`src/rtl/core/mlcs_pkg.sv`:
```
// Shared definitions for the linear congruence solver.
// Holds the operand width, the counter width and the result record.
// No dependencies; used by every module of the block.
package mlcs_pkg;

    localparam int WIDTH = 32;
    localparam int CNT_W = $clog2(WIDTH);

    typedef struct packed {
        logic [WIDTH-1:0] solution;
        logic [WIDTH-1:0] reduced_modulus;
        logic             no_solution;
    } res_t;

endpackage

```
`src/rtl/core/modular_linear_congruence_solver.sv`:
```
// Solves divisor * x == dividend modulo a configured modulus.
// Input request on s_axis: tdata holds dividend (bits 31:0) and divisor
// (bits 63:32). Result request on m_axis: tdata holds solution (bits 31:0)
// and reduced_modulus (bits 63:32); tuser carries no_solution.
// The modulus is written on the cfg channel, which is always ready and must
// only be written while the block is idle; it resets to 1.
// One request is worked on at a time, and s_axis_tready stays low meanwhile.
// Latency depends on the operands: the gcd and the extended Euclidean steps
// each run through one shift-subtract divider, the Euclidean steps also
// accumulating the quotient times t, and the final product is built bit
// by bit on the shared modular adder. A zero modulus register skips all
// of this and answers with no_solution set.
// The result sits in an output register: the next request is accepted
// while a result is still waiting for m_axis_tready, and the sequencer
// holds its finished result only while that register is still full.
// Reset (rst_n low, asynchronous) empties the output and returns to idle.
// Depends on mlcs_pkg, mlcs_core and mlcs_modadd.
module modular_linear_congruence_solver
(
    input  logic                           clk,
    input  logic                           rst_n,
    input  logic                           s_axis_tvalid,
    output logic                           s_axis_tready,
    // dividend [31:0], divisor [63:32]
    input  logic [2*mlcs_pkg::WIDTH-1:0]   s_axis_tdata,
    output logic                           m_axis_tvalid,
    input  logic                           m_axis_tready,
    // solution [31:0], reduced_modulus [63:32]
    output logic [2*mlcs_pkg::WIDTH-1:0]   m_axis_tdata,
    // no_solution [0]
    output logic                           m_axis_tuser,
    input  logic                           cfg_valid,
    output logic                           cfg_ready,
    input  logic [mlcs_pkg::WIDTH-1:0]     cfg_data
);

    localparam int W = mlcs_pkg::WIDTH;

    logic [W-1:0]   modulus_reg, modulus_next;
    logic           out_valid_reg, out_valid_next;
    mlcs_pkg::res_t out_reg, out_next;

    logic           core_idle;
    logic           core_valid;
    logic           core_take;
    mlcs_pkg::res_t core_res;

    mlcs_core u_core
    (
        .clk       (clk),
        .rst_n     (rst_n),
        .start     (s_axis_tvalid & core_idle),
        .dividend  (s_axis_tdata[W-1:0]),
        .divisor   (s_axis_tdata[2*W-1:W]),
        .modulus   (modulus_reg),
        .idle      (core_idle),
        .res_valid (core_valid),
        .res_take  (core_take),
        .res       (core_res)
    );

    assign core_take = core_valid & (~out_valid_reg | m_axis_tready);

    always_comb
    begin
        modulus_next   = cfg_valid ? cfg_data : modulus_reg;
        out_next       = core_take ? core_res : out_reg;
        out_valid_next = out_valid_reg;
        if (core_take)
        begin
            out_valid_next = 1'b1;
        end
        else if (m_axis_tready)
        begin
            out_valid_next = 1'b0;
        end
    end

    always_ff @(posedge clk or negedge rst_n)
    begin
        if (!rst_n)
        begin
            modulus_reg   <= W'(1);
            out_valid_reg <= 1'b0;
        end
        else
        begin
            modulus_reg   <= modulus_next;
            out_valid_reg <= out_valid_next;
        end
    end

    always_ff @(posedge clk)
    begin
        out_reg <= out_next;
    end

    assign cfg_ready     = 1'b1;
    assign s_axis_tready = core_idle;
    assign m_axis_tvalid = out_valid_reg;
    assign m_axis_tdata  = {out_reg.reduced_modulus, out_reg.solution};
    assign m_axis_tuser  = out_reg.no_solution;

endmodule

```
`src/rtl/core/mlcs_modadd.sv`:
```
// Shared modular adder/subtractor of the solver.
// Computes (x + y) mod m or (x - y) mod m for operands already below m.
// Depends on mlcs_pkg.
module mlcs_modadd
(
    input  logic [mlcs_pkg::WIDTH-1:0] x,
    input  logic [mlcs_pkg::WIDTH-1:0] y,
    input  logic [mlcs_pkg::WIDTH-1:0] m,
    input  logic                       sub,
    output logic [mlcs_pkg::WIDTH-1:0] r
);

    localparam int W = mlcs_pkg::WIDTH;

    logic [W-1:0] room;
    logic [W-1:0] lim;
    logic         wrap;

    // room is the distance from y up to the modulus; an add wraps once x
    // reaches it, and a borrowing subtract must add it back.
    assign room = m - y;
    assign lim  = sub ? y : room;
    assign wrap = (x >= lim);

    always_comb
    begin
        if (sub)
        begin
            r = wrap ? (x - y) : (x + room);
        end
        else
        begin
            r = wrap ? (x - room) : (x + y);
        end
    end

endmodule

```
`src/rtl/core/mlcs_core.sv`:
```
// Sequencer and datapath of the solver: gcd, reductions, extended Euclid
// and the final modular product, all on one shift-subtract divider and one
// shared modular adder. Depends on mlcs_pkg and mlcs_modadd.
module mlcs_core
(
    input  logic                       clk,
    input  logic                       rst_n,
    input  logic                       start,
    input  logic [mlcs_pkg::WIDTH-1:0] dividend,
    input  logic [mlcs_pkg::WIDTH-1:0] divisor,
    input  logic [mlcs_pkg::WIDTH-1:0] modulus,
    output logic                       idle,
    output logic                       res_valid,
    input  logic                       res_take,
    output mlcs_pkg::res_t             res
);

    localparam int W  = mlcs_pkg::WIDTH;
    localparam int CW = mlcs_pkg::CNT_W;

    localparam logic [3:0] S_IDLE    = 4'd0;
    localparam logic [3:0] S_GCD_CHK = 4'd1;
    localparam logic [3:0] S_ALIGN   = 4'd2;
    localparam logic [3:0] S_DIV     = 4'd3;
    localparam logic [3:0] S_DIVADD  = 4'd4;
    localparam logic [3:0] S_NEXT    = 4'd5;
    localparam logic [3:0] S_EXT_CHK = 4'd6;
    localparam logic [3:0] S_EXT_T   = 4'd7;
    localparam logic [3:0] S_MUL     = 4'd8;
    localparam logic [3:0] S_MULADD  = 4'd9;
    localparam logic [3:0] S_DONE    = 4'd10;

    localparam logic [2:0] P_GCD  = 3'd0;
    localparam logic [2:0] P_QA   = 3'd1;
    localparam logic [2:0] P_QB   = 3'd2;
    localparam logic [2:0] P_QM   = 3'd3;
    localparam logic [2:0] P_BMOD = 3'd4;
    localparam logic [2:0] P_EXT  = 3'd5;
    localparam logic [2:0] P_AMOD = 3'd6;

    logic [3:0]  state_reg, state_next;
    logic [2:0]  phase_reg, phase_next;
    logic        stage_reg, stage_next;
    logic        ext_reg, ext_next;
    logic        bit_reg, bit_next;
    logic [CW-1:0] cnt_reg, cnt_next;

    logic [W-1:0] a_reg, a_next;
    logic [W-1:0] b_reg, b_next;
    logic [W-1:0] m_reg, m_next;
    logic [W-1:0] x_reg, x_next;
    logic [W-1:0] y_reg, y_next;
    logic [W-1:0] n_reg, n_next;
    logic [W:0]   d_reg, d_next;
    logic [W-1:0] q_reg, q_next;
    logic [W-1:0] r0_reg, r0_next;
    logic [W-1:0] r1_reg, r1_next;
    logic [W-1:0] t0_reg, t0_next;
    logic [W-1:0] t1_reg, t1_next;
    logic [W-1:0] acc_reg, acc_next;
    mlcs_pkg::res_t res_reg, res_next;

    // division launch
    logic         div_start;
    logic [W-1:0] div_n;
    logic [W-1:0] div_d;
    logic         div_ext;
    logic [2:0]   div_phase;

    // shared modular adder
    logic [W-1:0] ma_x;
    logic [W-1:0] ma_y;
    logic         ma_sub;
    logic [W-1:0] ma_r;

    logic [W:0]   d_dbl;
    logic         qbit;

    assign d_dbl = {d_reg[W-1:0], 1'b0};
    assign qbit  = ({1'b0, n_reg} >= d_reg);

    mlcs_modadd u_modadd
    (
        .x   (ma_x),
        .y   (ma_y),
        .m   (m_reg),
        .sub (ma_sub),
        .r   (ma_r)
    );

    always_comb
    begin
        ma_x   = acc_reg;
        ma_y   = acc_reg;
        ma_sub = 1'b0;
        case (state_reg)
            S_DIVADD: ma_y = t1_reg;
            S_MULADD: ma_y = a_reg;
            S_EXT_T:
            begin
                ma_x   = t0_reg;
                ma_y   = acc_reg;
                ma_sub = 1'b1;
            end
            default:
            begin
                ma_x   = acc_reg;
                ma_y   = acc_reg;
                ma_sub = 1'b0;
            end
        endcase
    end

    always_comb
    begin
        state_next = state_reg;
        phase_next = phase_reg;
        stage_next = stage_reg;
        ext_next   = ext_reg;
        bit_next   = bit_reg;
        cnt_next   = cnt_reg;
        a_next     = a_reg;
        b_next     = b_reg;
        m_next     = m_reg;
        x_next     = x_reg;
        y_next     = y_reg;
        n_next     = n_reg;
        d_next     = d_reg;
        q_next     = q_reg;
        r0_next    = r0_reg;
        r1_next    = r1_reg;
        t0_next    = t0_reg;
        t1_next    = t1_reg;
        acc_next   = acc_reg;
        res_next   = res_reg;
        div_start  = 1'b0;
        div_n      = x_reg;
        div_d      = y_reg;
        div_ext    = 1'b0;
        div_phase  = P_GCD;

        case (state_reg)
            S_IDLE:
            begin
                if (start)
                begin
                    a_next     = dividend;
                    b_next     = divisor;
                    m_next     = modulus;
                    x_next     = dividend;
                    y_next     = divisor;
                    stage_next = 1'b0;
                    if (modulus == '0)
                    begin
                        res_next.solution        = '0;
                        res_next.reduced_modulus = '0;
                        res_next.no_solution     = 1'b1;
                        state_next               = S_DONE;
                    end
                    else
                    begin
                        state_next = S_GCD_CHK;
                    end
                end
            end

            S_GCD_CHK:
            begin
                if (y_reg == '0)
                begin
                    if (!stage_reg)
                    begin
                        // gcd of the two inputs is in x; fold in the modulus
                        stage_next = 1'b1;
                        y_next     = m_reg;
                    end
                    else
                    begin
                        div_start = 1'b1;
                        div_n     = a_reg;
                        div_d     = x_reg;
                        div_phase = P_QA;
                    end
                end
                else
                begin
                    div_start = 1'b1;
                    div_n     = x_reg;
                    div_d     = y_reg;
                    div_phase = P_GCD;
                end
            end

            S_ALIGN:
            begin
                if (d_dbl <= {1'b0, n_reg})
                begin
                    d_next   = d_dbl;
                    cnt_next = cnt_reg + 1'b1;
                end
                else
                begin
                    state_next = S_DIV;
                end
            end

            S_DIV:
            begin
                if (qbit)
                begin
                    n_next = n_reg - d_reg[W-1:0];
                end
                q_next = {q_reg[W-2:0], qbit};
                d_next = d_reg >> 1;
                if (ext_reg)
                begin
                    // Horner accumulation of quotient times t1, modulo m
                    acc_next   = ma_r;
                    bit_next   = qbit;
                    state_next = S_DIVADD;
                end
                else if (cnt_reg == '0)
                begin
                    state_next = S_NEXT;
                end
                else
                begin
                    cnt_next = cnt_reg - 1'b1;
                end
            end

            S_DIVADD:
            begin
                if (bit_reg)
                begin
                    acc_next = ma_r;
                end
                if (cnt_reg == '0)
                begin
                    state_next = S_NEXT;
                end
                else
                begin
                    cnt_next   = cnt_reg - 1'b1;
                    state_next = S_DIV;
                end
            end

            S_NEXT:
            begin
                case (phase_reg)
                    P_GCD:
                    begin
                        x_next     = y_reg;
                        y_next     = n_reg;
                        state_next = S_GCD_CHK;
                    end
                    P_QA:
                    begin
                        a_next    = q_reg;
                        div_start = 1'b1;
                        div_n     = b_reg;
                        div_d     = x_reg;
                        div_phase = P_QB;
                    end
                    P_QB:
                    begin
                        b_next    = q_reg;
                        div_start = 1'b1;
                        div_n     = m_reg;
                        div_d     = x_reg;
                        div_phase = P_QM;
                    end
                    P_QM:
                    begin
                        m_next    = q_reg;
                        div_start = 1'b1;
                        div_n     = b_reg;
                        div_d     = q_reg;
                        div_phase = P_BMOD;
                    end
                    P_BMOD:
                    begin
                        r0_next    = m_reg;
                        r1_next    = n_reg;
                        t0_next    = '0;
                        t1_next    = (m_reg == W'(1)) ? '0 : W'(1);
                        state_next = S_EXT_CHK;
                    end
                    P_EXT:
                    begin
                        r0_next    = r1_reg;
                        r1_next    = n_reg;
                        state_next = S_EXT_T;
                    end
                    P_AMOD:
                    begin
                        a_next     = n_reg;
                        acc_next   = '0;
                        cnt_next   = CW'(W - 1);
                        state_next = S_MUL;
                    end
                    default:
                    begin
                        state_next = S_IDLE;
                    end
                endcase
            end

            S_EXT_T:
            begin
                t0_next    = t1_reg;
                t1_next    = ma_r;
                state_next = S_EXT_CHK;
            end

            S_EXT_CHK:
            begin
                if (r1_reg == '0)
                begin
                    if (r0_reg != W'(1))
                    begin
                        res_next.solution        = '0;
                        res_next.reduced_modulus = m_reg;
                        res_next.no_solution     = 1'b1;
                        state_next               = S_DONE;
                    end
                    else
                    begin
                        div_start = 1'b1;
                        div_n     = a_reg;
                        div_d     = m_reg;
                        div_phase = P_AMOD;
                    end
                end
                else
                begin
                    div_start = 1'b1;
                    div_n     = r0_reg;
                    div_d     = r1_reg;
                    div_ext   = 1'b1;
                    div_phase = P_EXT;
                end
            end

            S_MUL:
            begin
                acc_next   = ma_r;
                state_next = S_MULADD;
            end

            S_MULADD:
            begin
                // t0 holds the inverse; its bits are taken from the top down
                if (t0_reg[cnt_reg])
                begin
                    acc_next = ma_r;
                end
                if (cnt_reg == '0)
                begin
                    res_next.solution        = t0_reg[cnt_reg] ? ma_r : acc_reg;
                    res_next.reduced_modulus = m_reg;
                    res_next.no_solution     = 1'b0;
                    state_next               = S_DONE;
                end
                else
                begin
                    cnt_next   = cnt_reg - 1'b1;
                    state_next = S_MUL;
                end
            end

            S_DONE:
            begin
                if (res_take)
                begin
                    state_next = S_IDLE;
                end
            end

            default:
            begin
                state_next = S_IDLE;
            end
        endcase

        if (div_start)
        begin
            n_next     = div_n;
            d_next     = {1'b0, div_d};
            q_next     = '0;
            cnt_next   = '0;
            acc_next   = '0;
            ext_next   = div_ext;
            phase_next = div_phase;
            state_next = S_ALIGN;
        end
    end

    always_ff @(posedge clk or negedge rst_n)
    begin
        if (!rst_n)
        begin
            state_reg <= S_IDLE;
            phase_reg <= P_GCD;
            stage_reg <= 1'b0;
            ext_reg   <= 1'b0;
            cnt_reg   <= '0;
        end
        else
        begin
            state_reg <= state_next;
            phase_reg <= phase_next;
            stage_reg <= stage_next;
            ext_reg   <= ext_next;
            cnt_reg   <= cnt_next;
        end
    end

    always_ff @(posedge clk)
    begin
        bit_reg <= bit_next;
        a_reg   <= a_next;
        b_reg   <= b_next;
        m_reg   <= m_next;
        x_reg   <= x_next;
        y_reg   <= y_next;
        n_reg   <= n_next;
        d_reg   <= d_next;
        q_reg   <= q_next;
        r0_reg  <= r0_next;
        r1_reg  <= r1_next;
        t0_reg  <= t0_next;
        t1_reg  <= t1_next;
        acc_reg <= acc_next;
        res_reg <= res_next;
    end

    assign idle      = (state_reg == S_IDLE);
    assign res_valid = (state_reg == S_DONE);
    assign res       = res_reg;

endmodule
```
`config.mk`:
```
export PLATFORM = sky130hd
export DESIGN_NAME = modular_linear_congruence_solver
export DESIGN_NICKNAME = d
export VERILOG_FILES = /design/src/rtl/core/mlcs_pkg.sv /design/src/rtl/core/modular_linear_congruence_solver.sv /design/src/rtl/core/mlcs_modadd.sv /design/src/rtl/core/mlcs_core.sv
export SDC_FILE = /design/constraint.sdc
export NUM_CORES = 2
export LEC_CHECK = 0
export ABC_AREA = 1
export BUFFER_PORTS_ARGS = -buffer_cell sky130_fd_sc_hd__clkbuf_2
export CORE_MARGIN = 3
export CORE_UTILIZATION = 54
export CTS_CLUSTER_DIAMETER = 40
export DETAILED_ROUTE_END_ITERATION = 6
export GPL_TIMING_DRIVEN = 0
export PLACE_DENSITY = 0.74
export SYNTH_ARGS = -nofsm -noshare
export SYNTH_HDL_FRONTEND = slang
export SYNTH_SLANG_ARGS = --single-unit
```
`constraint.sdc`:
```
create_clock -name clk -period 8.6 [get_ports clk]
set_input_delay 1.29 -clock clk [delete_from_list [all_inputs] [get_ports clk]]
set_output_delay 1.29 -clock clk [all_outputs]
set_load 0.02 [all_outputs]
```
### After elaboration in Yosys (flattened, before gate mapping)

Index checks and enable logic that the tools add are counted.

| storage, ports and cells | value |
|---|---|
| register bits | 595 |
| input bits | 101 |

| operators by class | value |
|---|---|
| $add $sub $neg | 8 |
| $lt $le $gt $ge | 4 |
| eq/ne operators | 45 |
| multiplexer cells | 97 |
| bitwise logic cells | 4 |
| reduce and logical (&&, ||, !) cells | 41 |

Operators with widths:

| operator | number |
|---|---|
| two-way mux 32 bit | 32 |
| case mux 32 bit (2 select lines) | 11 |
| two-way mux 65 bit | 5 |
| case mux 32 bit (3 select lines) | 3 |
| case mux 65 bit (3 select lines) | 1 |
| case mux 32 bit (5 select lines) | 1 |
| subtractor 32 bit | 4 |
| logical NOT 32 bit | 3 |
| case mux 33 bit (2 select lines) | 1 |
| adder 32 bit | 2 |
| case mux 4 bit (11 select lines) | 1 |
| two-way mux 4 bit | 9 |
| >= comparator 32 x 33 -> 1 bit | 1 |
| <= comparator 33 x 32 -> 1 bit | 1 |
| two-way mux 33 bit | 1 |
| == test 32 x 1 -> 1 bit, second input constant | 1 |
| >= comparator 32 bit | 1 |
| != test 32 x 1 -> 1 bit, second input constant | 1 |
| two-way mux 5 bit | 5 |
| != test 2 x 1 -> 1 bit, second input constant | 12 |
| case mux 4 bit (5 select lines) | 1 |
| case mux 5 bit (4 select lines) | 1 |
| case mux 3 bit (3 select lines) | 2 |
| == test 4 x 3 -> 1 bit, second input constant | 4 |
| 37 further kinds | 95 |

### Longest topological paths before layout

| logic depth | value |
|---|---|
| depth in word-level cells | 10 |
| mapped depth | 56 |
| depth with buffers taken out | 55 |

### By module

A second synthesis with hierarchy kept.

| second synthesis, totals | value |
|---|---|
| cell total of the unflattened synthesis | 5176 |
| area total of the unflattened synthesis | 39900.8 um^2 |

By module, submodules not included:

| module | instances | cells each | area an instance (um^2) |
|---|---|---|---|
| mlcs_core | 1 | 3599 | 29176.7 |
| mlcs_modadd | 1 | 1367 | 7293.2 |
| modular_linear_congruence_solver | 1 | 210 | 3430.8 |

### Worst setup path after synthesis

No wires, ideal clock.

| timing path | value |
|---|---|
| path type | input to register |
| start | input s_axis_tvalid |
| end | register u_core.res_reg (netlist bit u_core.res[0]) (enable) |
| library setup time | 648 ps |
| data arrival time | 7644 ps |
| required time | 7952 ps |
| setup slack | 308 ps |
| cell stages on the path | 2 |
| cells stage by stage | nor2_1 -> nor4_1 |

| between the ends | value |
|---|---|
| cells in the longest elaborated chain, start to end | 3 |

RTL lines:

| element | line | RTL |
|---|---|---|
| start, declared | modular_linear_congruence_solver.sv:22 | `input logic s_axis_tvalid,` |
| bitwise AND 1 bit | modular_linear_congruence_solver.sv:52 | `.start (s_axis_tvalid & core_idle),` |
| != test 2 x 1 -> 1 bit (no source line) | -- |  |
| AND reduction 6 bit (no source line) | -- |  |
| end signal, assigned | mlcs_core.sv:436 | `res_reg <= res_next;` |
| end, declared | mlcs_core.sv:61 | `mlcs_pkg::res_t res_reg, res_next;` |

No other way between the ends.
A chain may end at the register's enable or synchronous reset.

==> flow_summary.ini <==
[run_status]
status = finished, violations left
violations = DRC, capacitance limit, slew limit

[worst_setup_path]
arrival_ns = 8.72
slowest_delay_ns = 0.43
reg2regPathDepth = 48
required_ns = 9.00
startpoint_type = flop
worstSetupPathType = flop to flop
timing.rr.start = u_core.state_reg[3]
end_kind = flop
crit_start = u_core.state_reg[3]
critPathMaxFanout = 10
slowest_stage = dfrtp_2

[synthesis]
yosys_warnings = 0
syn_area_mm2 = 0.03691
syn_inst = 4443
ys_types = 73
ys_ff_latch = 595
syn_nets = 4707
yosys-top-cells-count = 823 x nand2_1, 631 x inv_1, 493 x o21ai_0
syn_area_per_cell_um2 = 8.308
synth_ff_type = edfxtp_1
seq_area_frac_synth_pct = 46.01
yosys-top-cells-area = edfxtp_1 39%, nand2_1 8.4%, o21ai_0 6.7%
synthArstFlopShare_pct = 7.899
yosys.area.top_type = edfxtp_1
yosys.cell_count.top_type = nand2_1
synth_top_area_share_pct = 39.29
synth-edff-count = 483

[drt]
drc_errors = 29
ant_nets = 0
firstDrtPassIters = 7
vias = 37960
viasPerCell = 6.632
routedWlPerCell_um = 29.87
postRouteWirelength_um = 171000
drt_iter0_markers = 5840

[sta]
finalHoldViolCount = 0
tightestPinTransition_ns = 1.663
period_share_pct = 96.76
fmaxAchievable_mhz = 120.2
drv_slew = 7
clock_skew_ns = 0.04241
max_slew_margin_pct = -11.27
setup_slack_ns = 0.2783
period_needed_ns = 8.322
setup_viol_count_final = 0

[worst_hold_path]
min_path_cells = 0
hp-start = u_core.res[41]
worstHoldPathType = flop to flop

[floorplan]
fp.dieW_um = 267.4
ios = 169
die_y_um = 267.4
rows = 95
dieArea_mm2 = 0.07153
initial_core_util_pct = 54.77
coreArea_mm2 = 0.06740

[global_routing]
grt_pass1_vias = 35550
grt_max_degree = 65
grt_use_total_pct = 46.61
grt_pass1_wl_um = 238600
antenna_found_initial = 16
overflow = 0

[placement]
dp.cells = 5505
dp_hpwl_um = 131900
gp_congestion = 1.085
port_buffers = 166
dp_slack_ns = -2.554

[clocking]
clkLatencyLatePin_ns = 0.68
hold_buffers = 0
clockBufferDepth = 3
htree_levels = 3
clk_pin_slew_ns = 0.06
cts_root_buf = clkbuf_16
cts_tree = done
numCtsBuffers = 97
clock_sink_count = 595

[finish]
final_cells = 5724
area_growth_pct = 16.96
drive_gt1_share_pct = 12.49
largest_reg_flops = 65
fin_nets = 5023
utilization_pct = 64.05

[flow_run]
cap_violations = 1
worst max-delay path, delay by kind of cell (launching register included):
kind	cells	cell delay (ns)
buf+inv	10	1.14
fa+ha+maj	4	1.39
flops	1	0.43
simple gates	13	1.52
compound gates	19	3.37
xor+xnor	2	0.20
cells in the final DEF (no fill, tap or decap), types with 17 or more instances in the layout:
cell type | netlist | layout
o2111ai_1 | 20 | 20
o221ai_1 | 127 | 127
clkbuf_16 | 0 | 99
o211ai_1 | 24 | 24
clkbuf_1 | 164 | 163
nor2_1 | 345 | 337
nand2_2 | 16 | 21
nand2_1 | 823 | 817
a221oi_1 | 23 | 23
nand4_1 | 48 | 48
nand3_1 | 123 | 123
dfrtp_1 | 46 | 42
edfxtp_1 | 483 | 483
inv_6 | 0 | 18
buf_4 | 1 | 37
nor3_1 | 51 | 50
o22ai_1 | 69 | 67
a31oi_1 | 43 | 43
o21ai_0 | 493 | 478
a21oi_2 | 9 | 22
inv_2 | 23 | 24
ha_1 | 160 | 158
clkbuf_2 | 0 | 170
inv_1 | 631 | 630
xor2_1 | 49 | 45
nor4_1 | 42 | 41
a21oi_1 | 314 | 291
dfxtp_1 | 65 | 65
o21ai_1 | 17 | 19
xnor2_1 | 19 | 17
stage by stage:
| step | hold slack (ns) | TNS [ns] | cell area, um2 |
|---|---|---|---|
| 2_1_floorplan | 0.4003 | 0 | 36910 |
| 3_3_place_gp | 0.4017 | -755.63 | 38830 |
| 3_5_place_dp | 0.4045 | -107.42 | 39200 |
| 4_1_cts | 0.4150 | 0 | 42800 |
| 5_1_grt | 0.4227 | -0.1088 | 43150 |
| 6_report | 0.4158 | 0 | 43170 |
metal layers:
layer / up-vias / global-route usage, % / routed length [um]
li1: 16230 / - / -
met1: 17530 / 53.24 / 56280
met2: 3165 / 69.81 / 71710
met3: 1016 / 16.26 / 23720
met4: 22 / 40.34 / 19100
met5: - / 0 / 191
cell type report:
class	count	area (um2)
diodes	7	17.52
repair buffers	217	1348
well taps	873	1092
multi-input cells	2998	17150
plain buffers	188	767.0
clock inverters	74	769.5
clock buffers	110	2549
flip-flops and latches	595	16990
inverters	662	2490
fillers	5843	24230
worst paths after layout:
kind | to | slack, ns
min | m_axis_tdata[8] | 0.42
max | u_core.res[63] | 0.28
min reg2reg | m_axis_tdata[8] | 0.42
max reg2reg | u_core.res[63] | 0.28
max in group asynchronous | modulus_reg[0] | 7.50
min in group asynchronous | modulus_reg[6] | 0.50
what timing repair did:
action | in CTS | in global routing
gates resized for setup | 63 | 59
buffers inserted | 12 | 14
pin swaps | 13 | 15
endpoints found under the setup margin | 90 | 46
kinds of logic (layout without fill, tap and decap cells):
family	after synthesis	in the layout	share of synthesized area, %
simple gates	1515	1515	17.69
mux	1	1	0.02712
xor+xnor	71	71	1.776
buf+inv	850	1251	8.732
flops	595	595	46.01
fa+ha+maj	163	163	5.586
compound gates	1247	1247	20.16
other cells	1	8	0.01016
Power is not shown: default switching activity piles up to over one toggle a cycle in this logic, so the estimate is an artifact.
